File: config.mk
export PLATFORM = sky130hd
export DESIGN_NAME = source_tokenizer
export DESIGN_NICKNAME = d
export VERILOG_FILES = /design/src/rtl/stok_pkg.sv /design/src/rtl/stok_front.sv /design/src/rtl/stok_queue.sv /design/src/rtl/source_tokenizer.sv
export SDC_FILE = /design/constraint.sdc
export NUM_CORES = 2
export LEC_CHECK = 0
export ABC_AREA = 0
export BUFFER_PORTS_ARGS = -buffer_cell sky130_fd_sc_hd__buf_2
export CAP_MARGIN = 25
export CORE_MARGIN = 2
export CORE_UTILIZATION = 50
export CTS_CLUSTER_DIAMETER = 40
export DETAILED_ROUTE_END_ITERATION = 8
export PLACE_DENSITY = 0.76
export SYNTH_ARGS = -nofsm -noshare
export SYNTH_HDL_FRONTEND = slang
export SYNTH_SLANG_ARGS = --single-unit
File: constraint.sdc
create_clock -name clock -period 8.2 [get_ports clock]
set_clock_uncertainty 0.15 [all_clocks]
set_input_delay 0 -clock clock [delete_from_list [all_inputs] [get_ports clock]]
set_output_delay 0 -clock clock [all_outputs]
set_load 0.01 [all_outputs]
File: src/rtl/stok_pkg.sv
// ----------------------------------------------------------------------------
// stok_pkg
// Shared types and constants of the source tokenizer.
// ----------------------------------------------------------------------------
package stok_pkg;

   localparam int KIND_BITS = 6;
   localparam int LEN_BITS  = 16;
   localparam int POS_BITS  = 16;
   localparam int START_BITS = 24;

   localparam logic [KIND_BITS-1:0] K_SEMI    = 6'd0;
   localparam logic [KIND_BITS-1:0] K_LPAREN  = 6'd1;
   localparam logic [KIND_BITS-1:0] K_RPAREN  = 6'd2;
   localparam logic [KIND_BITS-1:0] K_LBRACE  = 6'd3;
   localparam logic [KIND_BITS-1:0] K_RBRACE  = 6'd4;
   localparam logic [KIND_BITS-1:0] K_LBRACK  = 6'd5;
   localparam logic [KIND_BITS-1:0] K_RBRACK  = 6'd6;
   localparam logic [KIND_BITS-1:0] K_SCOPE   = 6'd7;
   localparam logic [KIND_BITS-1:0] K_ARROW   = 6'd8;
   localparam logic [KIND_BITS-1:0] K_LARROW  = 6'd9;
   localparam logic [KIND_BITS-1:0] K_LA_DIV  = 6'd10;
   localparam logic [KIND_BITS-1:0] K_LA_MUL  = 6'd11;
   localparam logic [KIND_BITS-1:0] K_LA_SUB  = 6'd12;
   localparam logic [KIND_BITS-1:0] K_LA_ADD  = 6'd13;
   localparam logic [KIND_BITS-1:0] K_LE      = 6'd14;
   localparam logic [KIND_BITS-1:0] K_GE      = 6'd15;
   localparam logic [KIND_BITS-1:0] K_ASSIGN  = 6'd16;
   localparam logic [KIND_BITS-1:0] K_LT      = 6'd17;
   localparam logic [KIND_BITS-1:0] K_GT      = 6'd18;
   localparam logic [KIND_BITS-1:0] K_PLUS    = 6'd19;
   localparam logic [KIND_BITS-1:0] K_MINUS   = 6'd20;
   localparam logic [KIND_BITS-1:0] K_STAR    = 6'd21;
   localparam logic [KIND_BITS-1:0] K_SLASH   = 6'd22;
   localparam logic [KIND_BITS-1:0] K_STRING  = 6'd23;
   localparam logic [KIND_BITS-1:0] K_NUMBER  = 6'd24;
   localparam logic [KIND_BITS-1:0] K_IDENT   = 6'd25;
   localparam logic [KIND_BITS-1:0] K_KW0     = 6'd26;
   localparam logic [KIND_BITS-1:0] K_END     = 6'd46;
   localparam logic [KIND_BITS-1:0] K_ERR_NL  = 6'd47;
   localparam logic [KIND_BITS-1:0] K_ERR_EOF = 6'd48;
   localparam logic [KIND_BITS-1:0] K_ERR_CHR = 6'd49;

   localparam int NUM_KW = 20;
   localparam int KW_MAX = 8;

   // keyword text, first character in the low byte
   localparam logic [KW_MAX*8-1:0] KW_TEXT [NUM_KW] = '{
      64'h0000_0000_0072_6176, // var
      64'h0000_0000_0074_6573, // set
      64'h0000_6e72_6574_7865, // extern
      64'h0000_6369_7461_7473, // static
      64'h0000_0000_0000_6669, // if
      64'h0000_0000_6573_6c65, // else
      64'h0000_0000_6669_6c65, // elif
      64'h0000_0000_0072_6f66, // for
      64'h6e6f_6974_636e_7566, // function
      64'h0000_6e72_7574_6572, // return
      64'h6575_6e69_746e_6f63, // continue
      64'h0000_006b_6165_7262, // break
      64'h0000_0000_656b_616d, // make
      64'h0000_0073_7361_6c63, // class
      64'h0000_7463_7572_7473, // struct
      64'h0000_0000_6d75_6e65, // enum
      64'h0065_6761_6b63_6170, // package
      64'h0000_0000_0065_7375, // use
      64'h0000_0073_6169_6c61, // alias
      64'h0000_0000_0066_6572  // ref
   };
   localparam logic [3:0] KW_LEN [NUM_KW] = '{
      4'd3, 4'd3, 4'd6, 4'd6, 4'd2, 4'd4, 4'd4, 4'd3, 4'd8, 4'd6,
      4'd8, 4'd5, 4'd4, 4'd5, 4'd6, 4'd4, 4'd7, 4'd3, 4'd5, 4'd3
   };

   // one token as it travels from front to back
   typedef struct packed {
      logic [KIND_BITS-1:0]  kind;
      logic [START_BITS-1:0] start;
      logic [LEN_BITS-1:0]   length;
      logic [POS_BITS-1:0]   line;
      logic [POS_BITS-1:0]   column;
      logic                  last;
   } token_type;

   localparam int TOKEN_BITS = $bits(token_type);

endpackage

File: src/rtl/stok_front.sv
// ----------------------------------------------------------------------------
// stok_front
// Lexer front end: takes one byte per cycle while step is high, keeps the
// lexing state and produces up to two tokens per byte. The word buffer is
// resolved against the keyword list at flush time.
// ----------------------------------------------------------------------------
module stok_front #(
   parameter int MAX_KEYWORD_LEN = 8,
   parameter int OFFSET_BITS     = 24
) (
   input  logic                 clock,
   input  logic                 reset,
   input  logic                 step,
   input  logic                 end_of_data,
   input  logic [7:0]           char_byte,
   output logic [1:0]           tok_count,
   output stok_pkg::token_type  tok_a,
   output stok_pkg::token_type  tok_b
);
   import stok_pkg::*;

   typedef enum logic [10:0] {
      M_IDLE    = 11'b000_0000_0001,
      M_COMMENT = 11'b000_0000_0010,
      M_SLASH   = 11'b000_0000_0100,
      M_COLON   = 11'b000_0000_1000,
      M_MINUS   = 11'b000_0001_0000,
      M_LT      = 11'b000_0010_0000,
      M_LTMINUS = 11'b000_0100_0000,
      M_GT      = 11'b000_1000_0000,
      M_STRING  = 11'b001_0000_0000,
      M_WORD    = 11'b010_0000_0000,
      M_NUMBER  = 11'b100_0000_0000
   } mode_type;

   localparam logic [OFFSET_BITS-1:0] OFF_MAX = '1;
   localparam int BUF_BITS = MAX_KEYWORD_LEN * 8;
   localparam int IDX_BITS = $clog2(MAX_KEYWORD_LEN);

   mode_type               mode_ff, mode_in;
   logic [BUF_BITS-1:0]    word_ff, word_in;
   logic [LEN_BITS-1:0]    run_ff, run_in;
   logic [OFFSET_BITS-1:0] start_ff, start_in;
   logic [OFFSET_BITS-1:0] off_ff, off_in;
   logic [POS_BITS-1:0]    line_ff, line_in;
   logic [POS_BITS-1:0]    col_ff, col_in;

   logic [KIND_BITS-1:0]   word_kind;
   logic                   is_digit, is_starter, is_blank;
   logic [START_BITS-1:0]  start_sat;

   // keyword match on the buffered word
   always_comb begin
      word_kind = K_IDENT;
      if (run_ff <= LEN_BITS'(KW_MAX)) begin
         for (int i = NUM_KW - 1; i >= 0; i--) begin
            if (run_ff == LEN_BITS'(KW_LEN[i])
                && word_ff[KW_MAX*8-1:0] == KW_TEXT[i])
               word_kind = K_KW0 + KIND_BITS'(i);
         end
      end
   end

   assign is_digit   = char_byte >= 8'h30 && char_byte <= 8'h39;
   assign is_starter = (char_byte >= 8'h41 && char_byte <= 8'h5a)
                       || (char_byte >= 8'h61 && char_byte <= 8'h7a)
                       || char_byte == 8'h5f;
   assign is_blank   = char_byte == 8'h20 || char_byte == 8'h09
                       || char_byte == 8'h0a || char_byte == 8'h0d;

   function automatic logic [START_BITS-1:0] sat_start(input logic [OFFSET_BITS-1:0] v);
      if (OFFSET_BITS > START_BITS && (v >> START_BITS) != '0)
         sat_start = '1;
      else
         sat_start = START_BITS'(v);
   endfunction

   assign start_sat = sat_start(start_ff);

   // lexing step
   always_comb begin
      logic [OFFSET_BITS-1:0] o;
      logic [POS_BITS-1:0]    ln, cl;
      logic                   fresh;
      logic [KIND_BITS-1:0]   k3;
      logic                   has3;
      mode_in  = mode_ff;
      word_in  = word_ff;
      run_in   = run_ff;
      start_in = start_ff;
      o        = off_ff;
      ln       = line_ff;
      cl       = col_ff;
      fresh    = 1'b0;
      k3       = K_LA_DIV;
      has3     = 1'b0;
      tok_count = 2'd0;
      tok_a = '0;
      tok_b = '0;

      if (end_of_data) begin
         // pending token, then end token, then reset state
         unique case (mode_ff)
            M_SLASH:   begin tok_a = '{K_SLASH, start_sat, 16'd1, ln, cl, 1'b0}; tok_count = 2'd1; end
            M_COLON:   begin tok_a = '{K_ERR_CHR, start_sat, 16'd1, ln, cl, 1'b0}; tok_count = 2'd1; end
            M_MINUS:   begin tok_a = '{K_MINUS, start_sat, 16'd1, ln, cl, 1'b0}; tok_count = 2'd1; end
            M_LT:      begin tok_a = '{K_LT, start_sat, 16'd1, ln, cl, 1'b0}; tok_count = 2'd1; end
            M_LTMINUS: begin tok_a = '{K_LARROW, start_sat, 16'd2, ln, cl, 1'b0}; tok_count = 2'd1; end
            M_GT:      begin tok_a = '{K_GT, start_sat, 16'd1, ln, cl, 1'b0}; tok_count = 2'd1; end
            M_WORD:    begin tok_a = '{word_kind, start_sat, run_ff, ln, cl, 1'b0}; tok_count = 2'd1; end
            M_NUMBER:  begin tok_a = '{K_NUMBER, start_sat, run_ff, ln, cl, 1'b0}; tok_count = 2'd1; end
            M_STRING:  begin tok_a = '{K_ERR_EOF, start_sat, run_ff, ln, cl, 1'b0}; tok_count = 2'd1; end
            default: ;
         endcase
         if (tok_count == 2'd1) begin
            tok_b = '{K_END, sat_start(off_ff), 16'd0, ln, cl, 1'b1};
            tok_count = 2'd2;
         end else begin
            tok_a = '{K_END, sat_start(off_ff), 16'd0, ln, cl, 1'b1};
            tok_count = 2'd1;
         end
         mode_in = M_IDLE; word_in = '0; run_in = '0; start_in = '0;
         o = '0; ln = '0; cl = '0;
      end else begin
         unique case (mode_ff)
            M_IDLE: fresh = 1'b1;
            M_COMMENT: fresh = char_byte == 8'h0a;
            M_STRING: begin
               if (char_byte == 8'h22) begin
                  mode_in = M_IDLE;
                  tok_count = 2'd1;
                  tok_a = '{K_STRING, start_sat, run_ff, 16'd0, 16'd0, 1'b0};
               end else if (char_byte == 8'h0a) begin
                  tok_a = '{K_ERR_NL, start_sat, run_ff, ln, cl, 1'b0};
                  tok_count = 2'd1;
                  fresh = 1'b1;
               end else if (run_ff != '1) begin
                  run_in = run_ff + 1'b1;
               end
            end
            M_WORD, M_NUMBER: begin
               if (is_digit || (mode_ff == M_WORD && is_starter)) begin
                  if (run_ff < LEN_BITS'(MAX_KEYWORD_LEN))
                     word_in[8*run_ff[IDX_BITS-1:0] +: 8] = char_byte;
                  if (run_ff != '1) run_in = run_ff + 1'b1;
               end else begin
                  tok_a = '{(mode_ff == M_WORD) ? word_kind : K_NUMBER,
                            start_sat, run_ff, ln, cl, 1'b0};
                  tok_count = 2'd1;
                  fresh = 1'b1;
               end
            end
            M_SLASH: begin
               if (char_byte == 8'h2f) mode_in = M_COMMENT;
               else begin
                  tok_a = '{K_SLASH, start_sat, 16'd1, ln, cl, 1'b0};
                  tok_count = 2'd1; fresh = 1'b1;
               end
            end
            M_COLON: begin
               if (char_byte == 8'h3a) begin
                  mode_in = M_IDLE; tok_count = 2'd1;
                  tok_a = '{K_SCOPE, start_sat, 16'd2, 16'd0, 16'd0, 1'b0};
               end else begin
                  tok_a = '{K_ERR_CHR, start_sat, 16'd1, ln, cl, 1'b0};
                  tok_count = 2'd1; fresh = 1'b1;
               end
            end
            M_MINUS: begin
               if (char_byte == 8'h3e) begin
                  mode_in = M_IDLE; tok_count = 2'd1;
                  tok_a = '{K_ARROW, start_sat, 16'd2, 16'd0, 16'd0, 1'b0};
               end else begin
                  tok_a = '{K_MINUS, start_sat, 16'd1, ln, cl, 1'b0};
                  tok_count = 2'd1; fresh = 1'b1;
               end
            end
            M_GT: begin
               if (char_byte == 8'h3d) begin
                  mode_in = M_IDLE; tok_count = 2'd1;
                  tok_a = '{K_GE, start_sat, 16'd2, 16'd0, 16'd0, 1'b0};
               end else begin
                  tok_a = '{K_GT, start_sat, 16'd1, ln, cl, 1'b0};
                  tok_count = 2'd1; fresh = 1'b1;
               end
            end
            M_LT: begin
               if (char_byte == 8'h2d) mode_in = M_LTMINUS;
               else if (char_byte == 8'h3d) begin
                  mode_in = M_IDLE; tok_count = 2'd1;
                  tok_a = '{K_LE, start_sat, 16'd2, 16'd0, 16'd0, 1'b0};
               end else begin
                  tok_a = '{K_LT, start_sat, 16'd1, ln, cl, 1'b0};
                  tok_count = 2'd1; fresh = 1'b1;
               end
            end
            M_LTMINUS: begin
               case (char_byte)
                  8'h2f: begin k3 = K_LA_DIV; has3 = 1'b1; end
                  8'h2a: begin k3 = K_LA_MUL; has3 = 1'b1; end
                  8'h2d: begin k3 = K_LA_SUB; has3 = 1'b1; end
                  8'h2b: begin k3 = K_LA_ADD; has3 = 1'b1; end
                  default: ;
               endcase
               if (has3) begin
                  mode_in = M_IDLE; tok_count = 2'd1;
                  tok_a = '{k3, start_sat, 16'd3, 16'd0, 16'd0, 1'b0};
               end else begin
                  tok_a = '{K_LARROW, start_sat, 16'd2, ln, cl, 1'b0};
                  tok_count = 2'd1; fresh = 1'b1;
               end
            end
            default: fresh = 1'b1;
         endcase

         // lex the byte from idle; it may emit one token of its own
         if (fresh) begin
            logic [KIND_BITS-1:0] sk;
            logic                 simple;
            logic [START_BITS-1:0] here;
            sk = K_SEMI; simple = 1'b0;
            here = sat_start(off_ff);
            start_in = off_ff;
            mode_in = M_IDLE;
            case (char_byte)
               8'h3b: begin sk = K_SEMI;    simple = 1'b1; end
               8'h28: begin sk = K_LPAREN;  simple = 1'b1; end
               8'h29: begin sk = K_RPAREN;  simple = 1'b1; end
               8'h7b: begin sk = K_LBRACE;  simple = 1'b1; end
               8'h7d: begin sk = K_RBRACE;  simple = 1'b1; end
               8'h5b: begin sk = K_LBRACK;  simple = 1'b1; end
               8'h5d: begin sk = K_RBRACK;  simple = 1'b1; end
               8'h3d: begin sk = K_ASSIGN;  simple = 1'b1; end
               8'h2b: begin sk = K_PLUS;    simple = 1'b1; end
               8'h2a: begin sk = K_STAR;    simple = 1'b1; end
               8'h3a: mode_in = M_COLON;
               8'h2d: mode_in = M_MINUS;
               8'h3c: mode_in = M_LT;
               8'h3e: mode_in = M_GT;
               8'h2f: mode_in = M_SLASH;
               8'h22: begin
                  mode_in = M_STRING;
                  run_in = '0;
                  start_in = (off_ff == OFF_MAX) ? off_ff : off_ff + 1'b1;
               end
               default: begin
                  if (is_blank) ;
                  else if (is_starter || is_digit) begin
                     word_in = '0;
                     word_in[7:0] = char_byte;
                     run_in = LEN_BITS'(1);
                     mode_in = is_digit ? M_NUMBER : M_WORD;
                  end else begin
                     sk = K_ERR_CHR; simple = 1'b1;
                  end
               end
            endcase
            if (simple) begin
               // position after this byte: filled in below
               if (tok_count == 2'd1) begin
                  tok_b = '{sk, here, 16'd1, 16'd0, 16'd0, 1'b0};
                  tok_count = 2'd2;
               end else begin
                  tok_a = '{sk, here, 16'd1, 16'd0, 16'd0, 1'b0};
                  tok_count = 2'd1;
               end
            end
         end

         // advance position over the byte
         if (o != OFF_MAX) o = o + 1'b1;
         if (char_byte == 8'h0a) begin
            cl = '0;
            if (ln != '1) ln = ln + 1'b1;
         end else if (cl != '1) begin
            cl = cl + 1'b1;
         end

         // tokens completed by this byte carry the position after it
         if (fresh && tok_count == 2'd2) begin
            tok_b.line = ln; tok_b.column = cl;
         end else if (fresh && tok_count == 2'd1 && tok_a.line == 16'd0
                      && tok_a.column == 16'd0 && tok_a.kind != K_ERR_NL
                      && mode_ff != M_WORD && mode_ff != M_NUMBER
                      && mode_ff != M_SLASH && mode_ff != M_COLON
                      && mode_ff != M_MINUS && mode_ff != M_GT
                      && mode_ff != M_LT && mode_ff != M_LTMINUS) begin
            tok_a.line = ln; tok_a.column = cl;
         end else if (!fresh && tok_count == 2'd1) begin
            tok_a.line = ln; tok_a.column = cl;
         end
         if (tok_count == 2'd2) tok_b.last = 1'b1;
         else if (tok_count == 2'd1) tok_a.last = 1'b1;
      end
      off_in  = o;
      line_in = ln;
      col_in  = cl;
   end

   // state registers
   always_ff @(posedge clock) begin
      if (reset) begin
         mode_ff  <= M_IDLE;
         word_ff  <= '0;
         run_ff   <= '0;
         start_ff <= '0;
         off_ff   <= '0;
         line_ff  <= '0;
         col_ff   <= '0;
      end else if (step) begin
         mode_ff  <= mode_in;
         word_ff  <= word_in;
         run_ff   <= run_in;
         start_ff <= start_in;
         off_ff   <= off_in;
         line_ff  <= line_in;
         col_ff   <= col_in;
      end
   end

endmodule

File: src/rtl/stok_queue.sv
// ----------------------------------------------------------------------------
// stok_queue
// Token queue between lexer and output: takes up to two tokens a cycle,
// hands out one while out_ready is high.
// ----------------------------------------------------------------------------
module stok_queue #(
   parameter int DEPTH = 8
) (
   input  logic                 clock,
   input  logic                 reset,
   input  logic [1:0]           push_count,
   input  stok_pkg::token_type  push_a,
   input  stok_pkg::token_type  push_b,
   output logic                 room,
   output logic                 out_valid,
   input  logic                 out_ready,
   output stok_pkg::token_type  out_token
);
   import stok_pkg::*;

   localparam int PTR_BITS = $clog2(DEPTH);

   token_type             slot_ff [DEPTH];
   logic [PTR_BITS-1:0]   rd_ff, wr_ff;
   logic [PTR_BITS:0]     fill_ff, fill_in;
   logic                  pop;
   logic [PTR_BITS-1:0]   wr_next;

   assign pop       = out_valid && out_ready;
   assign out_valid = fill_ff != '0;
   assign out_token = slot_ff[rd_ff];
   // room for two more tokens
   assign room      = fill_ff <= (PTR_BITS+1)'(DEPTH - 2);
   assign wr_next   = wr_ff + 1'b1;
   assign fill_in   = fill_ff + (PTR_BITS+1)'(push_count) - (PTR_BITS+1)'(pop);

   always_ff @(posedge clock) begin
      if (push_count != 2'd0) slot_ff[wr_ff] <= push_a;
      if (push_count == 2'd2) slot_ff[wr_next] <= push_b;
   end

   always_ff @(posedge clock) begin
      if (reset) begin
         rd_ff   <= '0;
         wr_ff   <= '0;
         fill_ff <= '0;
      end else begin
         rd_ff   <= rd_ff + PTR_BITS'(pop);
         wr_ff   <= wr_ff + PTR_BITS'(push_count);
         fill_ff <= fill_in;
      end
   end

endmodule

File: src/rtl/source_tokenizer.sv
// ----------------------------------------------------------------------------
// source_tokenizer
// Streaming lexer: source bytes in, tokens out.
// ----------------------------------------------------------------------------
// Usage:
//   req_ channel: one word per source byte; req_tuser high marks end of
//   data (req_tdata is then ignored). rsp_ channel: one word per token,
//   rsp_tlast high on the last token caused by one input word.
//   A byte is taken every cycle while the token queue has room for two
//   more tokens: sustained rate one byte per cycle. Each byte gives zero,
//   one or two tokens; a token enters the queue when the byte that
//   completes it is taken. Up to two tokens per byte are drained at one
//   per cycle while rsp_tready is high, so bursts longer than the queue
//   slow req_. When the receiver stalls, tokens collect in the queue and
//   req_tready falls once fewer than two slots are free. After end of
//   data the position counters return to zero. Reset (synchronous)
//   empties the queue and returns the lexer to idle at offset zero.
// ----------------------------------------------------------------------------
module source_tokenizer #(
   parameter int MAX_KEYWORD_LEN = 8,
   parameter int OFFSET_BITS     = 24
) (
   input  logic         clock,
   input  logic         reset,
   input  logic         req_tvalid,
   output logic         req_tready,
   input  logic [7:0]   req_tdata,  // char_byte
   input  logic         req_tuser,  // end_of_data
   output logic         rsp_tvalid,
   input  logic         rsp_tready,
   output logic [79:0]  rsp_tdata,  // token_kind, start_offset, token_length,
                                    // line_number, column_number, zero fill
   output logic         rsp_tlast   // last_of_run
);
   import stok_pkg::*;

   logic       step;
   logic [1:0] tok_count, push_count;
   token_type  tok_a, tok_b, q_tok;

   assign step       = req_tvalid && req_tready;
   assign push_count = step ? tok_count : 2'd0;

   stok_front #(
      .MAX_KEYWORD_LEN(MAX_KEYWORD_LEN),
      .OFFSET_BITS(OFFSET_BITS)
   ) u_front (
      .clock(clock), .reset(reset), .step(step),
      .end_of_data(req_tuser), .char_byte(req_tdata),
      .tok_count(tok_count), .tok_a(tok_a), .tok_b(tok_b)
   );

   stok_queue #(.DEPTH(8)) u_queue (
      .clock(clock), .reset(reset),
      .push_count(push_count), .push_a(tok_a), .push_b(tok_b),
      .room(req_tready),
      .out_valid(rsp_tvalid), .out_ready(rsp_tready), .out_token(q_tok)
   );

   assign rsp_tdata = {2'd0, q_tok.column, q_tok.line, q_tok.length,
                       q_tok.start, q_tok.kind};
   assign rsp_tlast = q_tok.last;

endmodule

* Word level (Yosys, flattened, before mapping)
Memory sizes are Yosys's and may differ from the RTL's. A register that Yosys moved wholly into a read port is not among the register bits. Cells that the tools add are included. W data, S select, Z words.
Operators by class: $add $sub $neg 10, order comparisons 9, eq/ne operators 82, shift operators 2, mux-type cells 141, reductions and logical operators 67
Operator list (count):
- $mux W79 | 16
- $pmux W79 S9 | 1
- $pmux W79 S8 | 1
- $mux W64 | 8
- $eq A64 B23 Y1 const B | 5
- $mux W78 | 4
- $eq A64 B31 Y1 const B | 4
- $eq A64 B47 Y1 const B | 4
- $mux W16 | 14
- $eq A64 B39 Y1 const B | 3
- $pmux W11 S7 | 2
- $mux W24 | 6
- $mux W6 | 24
- $mux W11 | 12
- $eq A64 B63 Y1 const B | 2
- $mux W32 | 4
- $eq A8 B6 Y1 const B | 13
- $mux W76 | 1
- $bwmux W64 | 1
- $eq A16 B3 Y1 const B | 4
- $eq A64 B15 Y1 const B | 1
- $eq A64 B55 Y1 const B | 1
- $pmux W16 S2 | 2
- $shift A8 B34 Y64 const A | 1
- other kinds (70) | 177
Storage, ports and cells: flip-flop bits (word level) 181, bits in writable memories 632, input port bits 13, output and inout bits 83, logic and storage cells 322, memories kept 1
Memory list:
- u_queue.slot_ff | words 8, width 79, rd ports 1, clocked after memory_dff 1, write ports 2, RTL line stok_queue.sv:23 | token_type slot_ff [DEPTH];

* Logic depth before layout (Yosys ltp)
word-level depth 45, gate-level depth with buffers 19, gate-level depth less buffers 17

* Cells and area by module
From an unflattened synthesis, not the netlist that was laid out.
Unflattened totals: cell total of the unflattened synthesis 3415, area total of the unflattened synthesis 44561.5 µm²
By module, submodules not included:
- stok_queue | times used 1, cells each 1696, area an instance 31801.8 µm², seq. area each 19178.4 µm²
- stok_front | times used 1, cells each 1713, area an instance 12722.2 µm², seq. area each 3423.3 µm²
- source_tokenizer | times used 1, cells each 6, area an instance 37.5 µm², seq. area each 0.0 µm²

* Least setup slack after synthesis
No wires, ideal clock.
path type register to register, start point reg u_front.mode_ff[1], end point mem u_queue.slot_ff[1][0] (netlist bit), enable pin, library setup time 0.418 ns, arrival 5.247 ns, required time 7.632 ns, path slack 2.385 ns, cell stages (with the launch flop) 16, buffers on the path 2, period minus slack after synthesis 5.815 ns, path through dfxtp_1 > clkbuf_1 > nor4_2 > nand4_1 > nor4_1 > a311o_1 > nor3_1 > inv_1 > ha_1 > nand2b_1 > nor2_1 > a21oi_4 > nor3b_1 > nor2_4 > buf_4 > inv_1
RTL lines:
- from (decl) | RTL line stok_front.sv:40 | mode_type mode_ff, mode_in;
- from (signal assigned) | RTL line stok_front.sv:311 | mode_ff <= mode_in;
- to (decl) | RTL line stok_queue.sv:23

==> flow_summary_export.csv <==
group,metric,value,unit
drt,drt_iter0_markers,6056,
critical_path,crit_arrival,7.70,ns
sta,maxSlewViolCount,0,
clocking,cts_tree,"yes",
critical_path,r2r_slack,0.73,ns
sta,max_freq,134,MHz
yosys,synth_fa_ha_area_share,0.675,%
clocking,cts_buffers,108,
die,core,85100,µm²
sta,hold_viol,0,
grt,grt_usage,32.7,%
yosys,synth_cells,3980,
yosys,seq_area_frac_synth,49.8,%
worst_hold_path,whs_path_depth,4,
worst_hold_path,min_to,"u_front.word_ff[14]$_SDFFE_PP0P_",
layout,antennaDiodeCount,0,
die,die_w,297,µm
yosys,synth_edf_count,512,
critical_path,r2r-end,"u_queue.slot_ff[2][1]$_DFFE_PP_",
drt,post_drt_wl_per_cell,28.8,µm
drt,detail-route-antenna-nets,0,
sta,finalSetupTns,0,ns
critical_path,crit_fanout,33,
yosys,ys_ff_latch,813,
yosys,yosys.area_share.xor_xnor,1.02,%
yosys,synth_compound_area_share,19.3,%
layout,fin_cells,5194,
sta,finalSetupViolations,0,
yosys,synth_area_per_cell,10.8,µm²
sta,worst_slew_pin_slew,1.31,ns
drt,via_per_inst,7.23,
grt,grt_pass1_wl,221000,µm
drt,first_pass_iters,7,
critical_path,timing.rr.start,"u_front.mode_ff[5]$_SDFFE_PP0P_",
grt,grt_pass1_vias,35500,
worst_hold_path,holdCritStartpoint,"req_tdata[6]",
critical_path,cp.required,8.43,ns
power,power.leakage,15.5,nW
clocking,clock_latency,0.72,ns
grt,grt_overflow,0,
sta,rsz0062_at_grt,"false",
yosys,yosys_warnings,0,
layout,nNetsFinal,3991,
job,maxCapViolCount,0,
critical_path,criticalPathCategory,"flop to flop",
die,top_level_ports,96,
critical_path,r2r_cells,14,
die,initial_core_util,50.5,%
worst_hold_path,min_path_type,"primary input to flop",
die,fp.dieH,297,µm
layout,area_growth,12.9,%
critical_path,cp-startpoint,"u_front.mode_ff[5]$_SDFFE_PP0P_",
clocking,cts_sinks,813,
grt,antenna_found_initial,2,
die,rows,107,
placement,io_buffers,93,
clocking,clk_pin_slew_worst_paths,0.06,ns
yosys,synth_flop_cell,"edfxtp_1",
power,vdd_drop_max,0.202,mV
placement,gp_congestion,0.972,
sta,fin_crit_sh,91.1,%
critical_path,critPathCaptureType,"flop",
yosys,syn-cell-area,43000,µm²
placement,dp_hpwl,93800,µm
drt,routed_wl,150000,µm
die,die-area,88400,µm²
clocking,cts-resized-gates,0,
placement,post-place-cells,4959,
yosys,yosys-mux-area-fraction,10.6,%
clocking,cts.root.buffer_cell,"clkbuf_16",
power,p_per_area,237,nW/µm²
clocking,htreeDepth,3,
drt,drc,0,
critical_path,cp-start-kind,"flop",
drt,route.vias.total,37600,
grt,grt_max_degree,130,
clocking,clockBufferDepth,3,
yosys,synth-simple-area-share,15.0,%
sta,maxSlewHeadroom,13.0,%
yosys,synth_top_family_by_area,"compound AO/OA/AOI/OAI gates",
status,outcome,"completed",
sta,period_needed,7.47,ns
yosys,postSynth.asyncResetShare,0,%
layout,drive_gt1_share,17.6,%
yosys,synth_cell_types,96,
[cell usage after synthesis, types with 20 or more instances]
| master | number | area (µm²) |
|---|---|---|
| o22ai_1 | 288 | 1800 |
| a22oi_1 | 76 | 571 |
| o221ai_1 | 124 | 1090 |
| edfxtp_1 | 512 | 15400 |
| nand3_1 | 113 | 566 |
| nor3_1 | 109 | 546 |
| o2bb2ai_1 | 119 | 1040 |
| and2_1 | 30 | 188 |
| ha_1 | 20 | 250 |
| a22o_1 | 24 | 210 |
| o21ai_0 | 173 | 866 |
| a31oi_1 | 33 | 206 |
| a21o_1 | 29 | 218 |
| and3_1 | 37 | 231 |
| a21oi_1 | 133 | 666 |
| xnor2_1 | 35 | 307 |
| nand4_1 | 71 | 444 |
| nor2_1 | 246 | 923 |
| a22oi_4 | 20 | 425 |
| buf_2 | 53 | 265 |
| mux2_2 | 82 | 923 |
| dfxtp_1 | 301 | 6030 |
| nand2b_1 | 23 | 144 |
| nor4_1 | 55 | 344 |
| buf_1 | 38 | 143 |
| inv_1 | 48 | 180 |
| mux4_2 | 158 | 3560 |
| clkbuf_1 | 246 | 923 |
| nor2b_1 | 43 | 269 |
| nand2_1 | 423 | 1590 |
[worst max-delay path: stages, from the launching register on]
cell	delay, ns
dfxtp_1	0.44
nor4_2	0.58
nand4_1	0.49
nor4_1	0.73
a311o_1	0.41
nor3_1	0.20
inv_1	0.19
ha_1	0.21
nand2b_1	0.20
nand2b_1	0.24
o21ai_1	0.29
and3_1	0.66
nor2_2	0.82
clkinv_2	0.97
buf_12	0.51
[cell families after synthesis]
logic type                 after synthesis
and+or+nand+nor                       1293
AOI/OAI and AO/OA                     1160
DFF                                    813
buffers and inverters                  395
muxes                                  246
xor gates and xnor gates                50
adders and majority gates               22
other                                    1
[timing repair]
action / 4_1_cts / 5_1_grt
setup buffers: 0 / 0
endpoints found under the hold margin: 114 / 0
hold buffers: 16 / 0
[through the flow]
step	area [µm²]	hold WS [ns]	power, W	worst slack [ns]	utilization (%)
2_1_floorplan	43000	0.0621	0.00586	2.38	-
3_3_place_gp	44300	0.289	0.00650	1.33	52.1
3_5_place_dp	44400	0.292	0.00652	1.06	52.1
4_1_cts	48400	0.166	0.0114	0.978	56.8
5_1_grt	48500	0.243	0.0117	0.470	57.0
6_report	48500	0.193	0.0115	0.730	57.0
[worst max-delay path by stage]
stage	cells after the start	slack, ns	to
final	14	0.73	u_queue.slot_ff[2][1]$_DFFE_PP_
after global routing	18	0.47	u_queue.slot_ff[2][4]$_DFFE_PP_
after CTS	18	0.98	u_queue.slot_ff[2][4]$_DFFE_PP_
after detailed placement	14	1.06	u_queue.slot_ff[2][20]$_DFFE_PP_
after global placement	14	1.33	u_queue.slot_ff[2][11]$_DFFE_PP_
after floorplan	15	2.38	u_queue.slot_ff[1][0]$_DFFE_PP_
[placed cells by master, fill, tap and decap left out, types with 82 or more instances in the layout]
master     netlist  layout
mux4_2         158     158
nor2_1         246     242
a21oi_1        133     133
o2bb2ai_1      119     119
buf_2           53      93
edfxtp_1       512     512
o221ai_1       124     124
o22ai_1        288     288
clkbuf_16        0     109
buf_4            9      93
dfxtp_1        301     297
mux2_2          82      82
nor3_1         109     108
nand3_1        113     109
nand2_1        423     411
o21ai_0        173     172
[state kept, by name, indices dropped and copies added (netlist names)]
signal	flops
u_queue.wr_ff	3
u_front.word_ff	64
u_front.mode_ff	11
u_front.run_ff	16
u_queue.rd_ff	3
u_queue.slot_ff	632
u_queue.fill_ff	4
u_front.col_ff	16
u_front.line_ff	16
u_front.start_ff	24
u_front.off_ff	24
[per-layer routing]
| layer | GRT usage (%) | part of all wire (%) | vias up |
|---|---|---|---|
| li1 | - | - | 15700 |
| met3 | 11.5 | 15 | 553 |
| met2 | 48.4 | 43 | 3206 |
| met1 | 43.2 | 37 | 18100 |
| met5 | 0 | 0.019 | - |
| met4 | 14.7 | 4.6 | 4 |
[where the power goes]
part	internal [W]	leakage [nW]	switching, W
combinational	0.000789	6.67	0.00119
sequential	0.00444	6.99	0.0000977
clock	0.00302	1.84	0.00195
[layout make-up]
cell class,count,area (µm²)
repair buffers,212,1510
well taps,1144,1430
clock buffers,127,2840
clock inverters,77,1010
multi-input cells,2773,20200
fillers,6915,36600
inverters,48,190
flip-flops and latches,813,21400
Note: power is estimated with default switching activity, not from simulation.
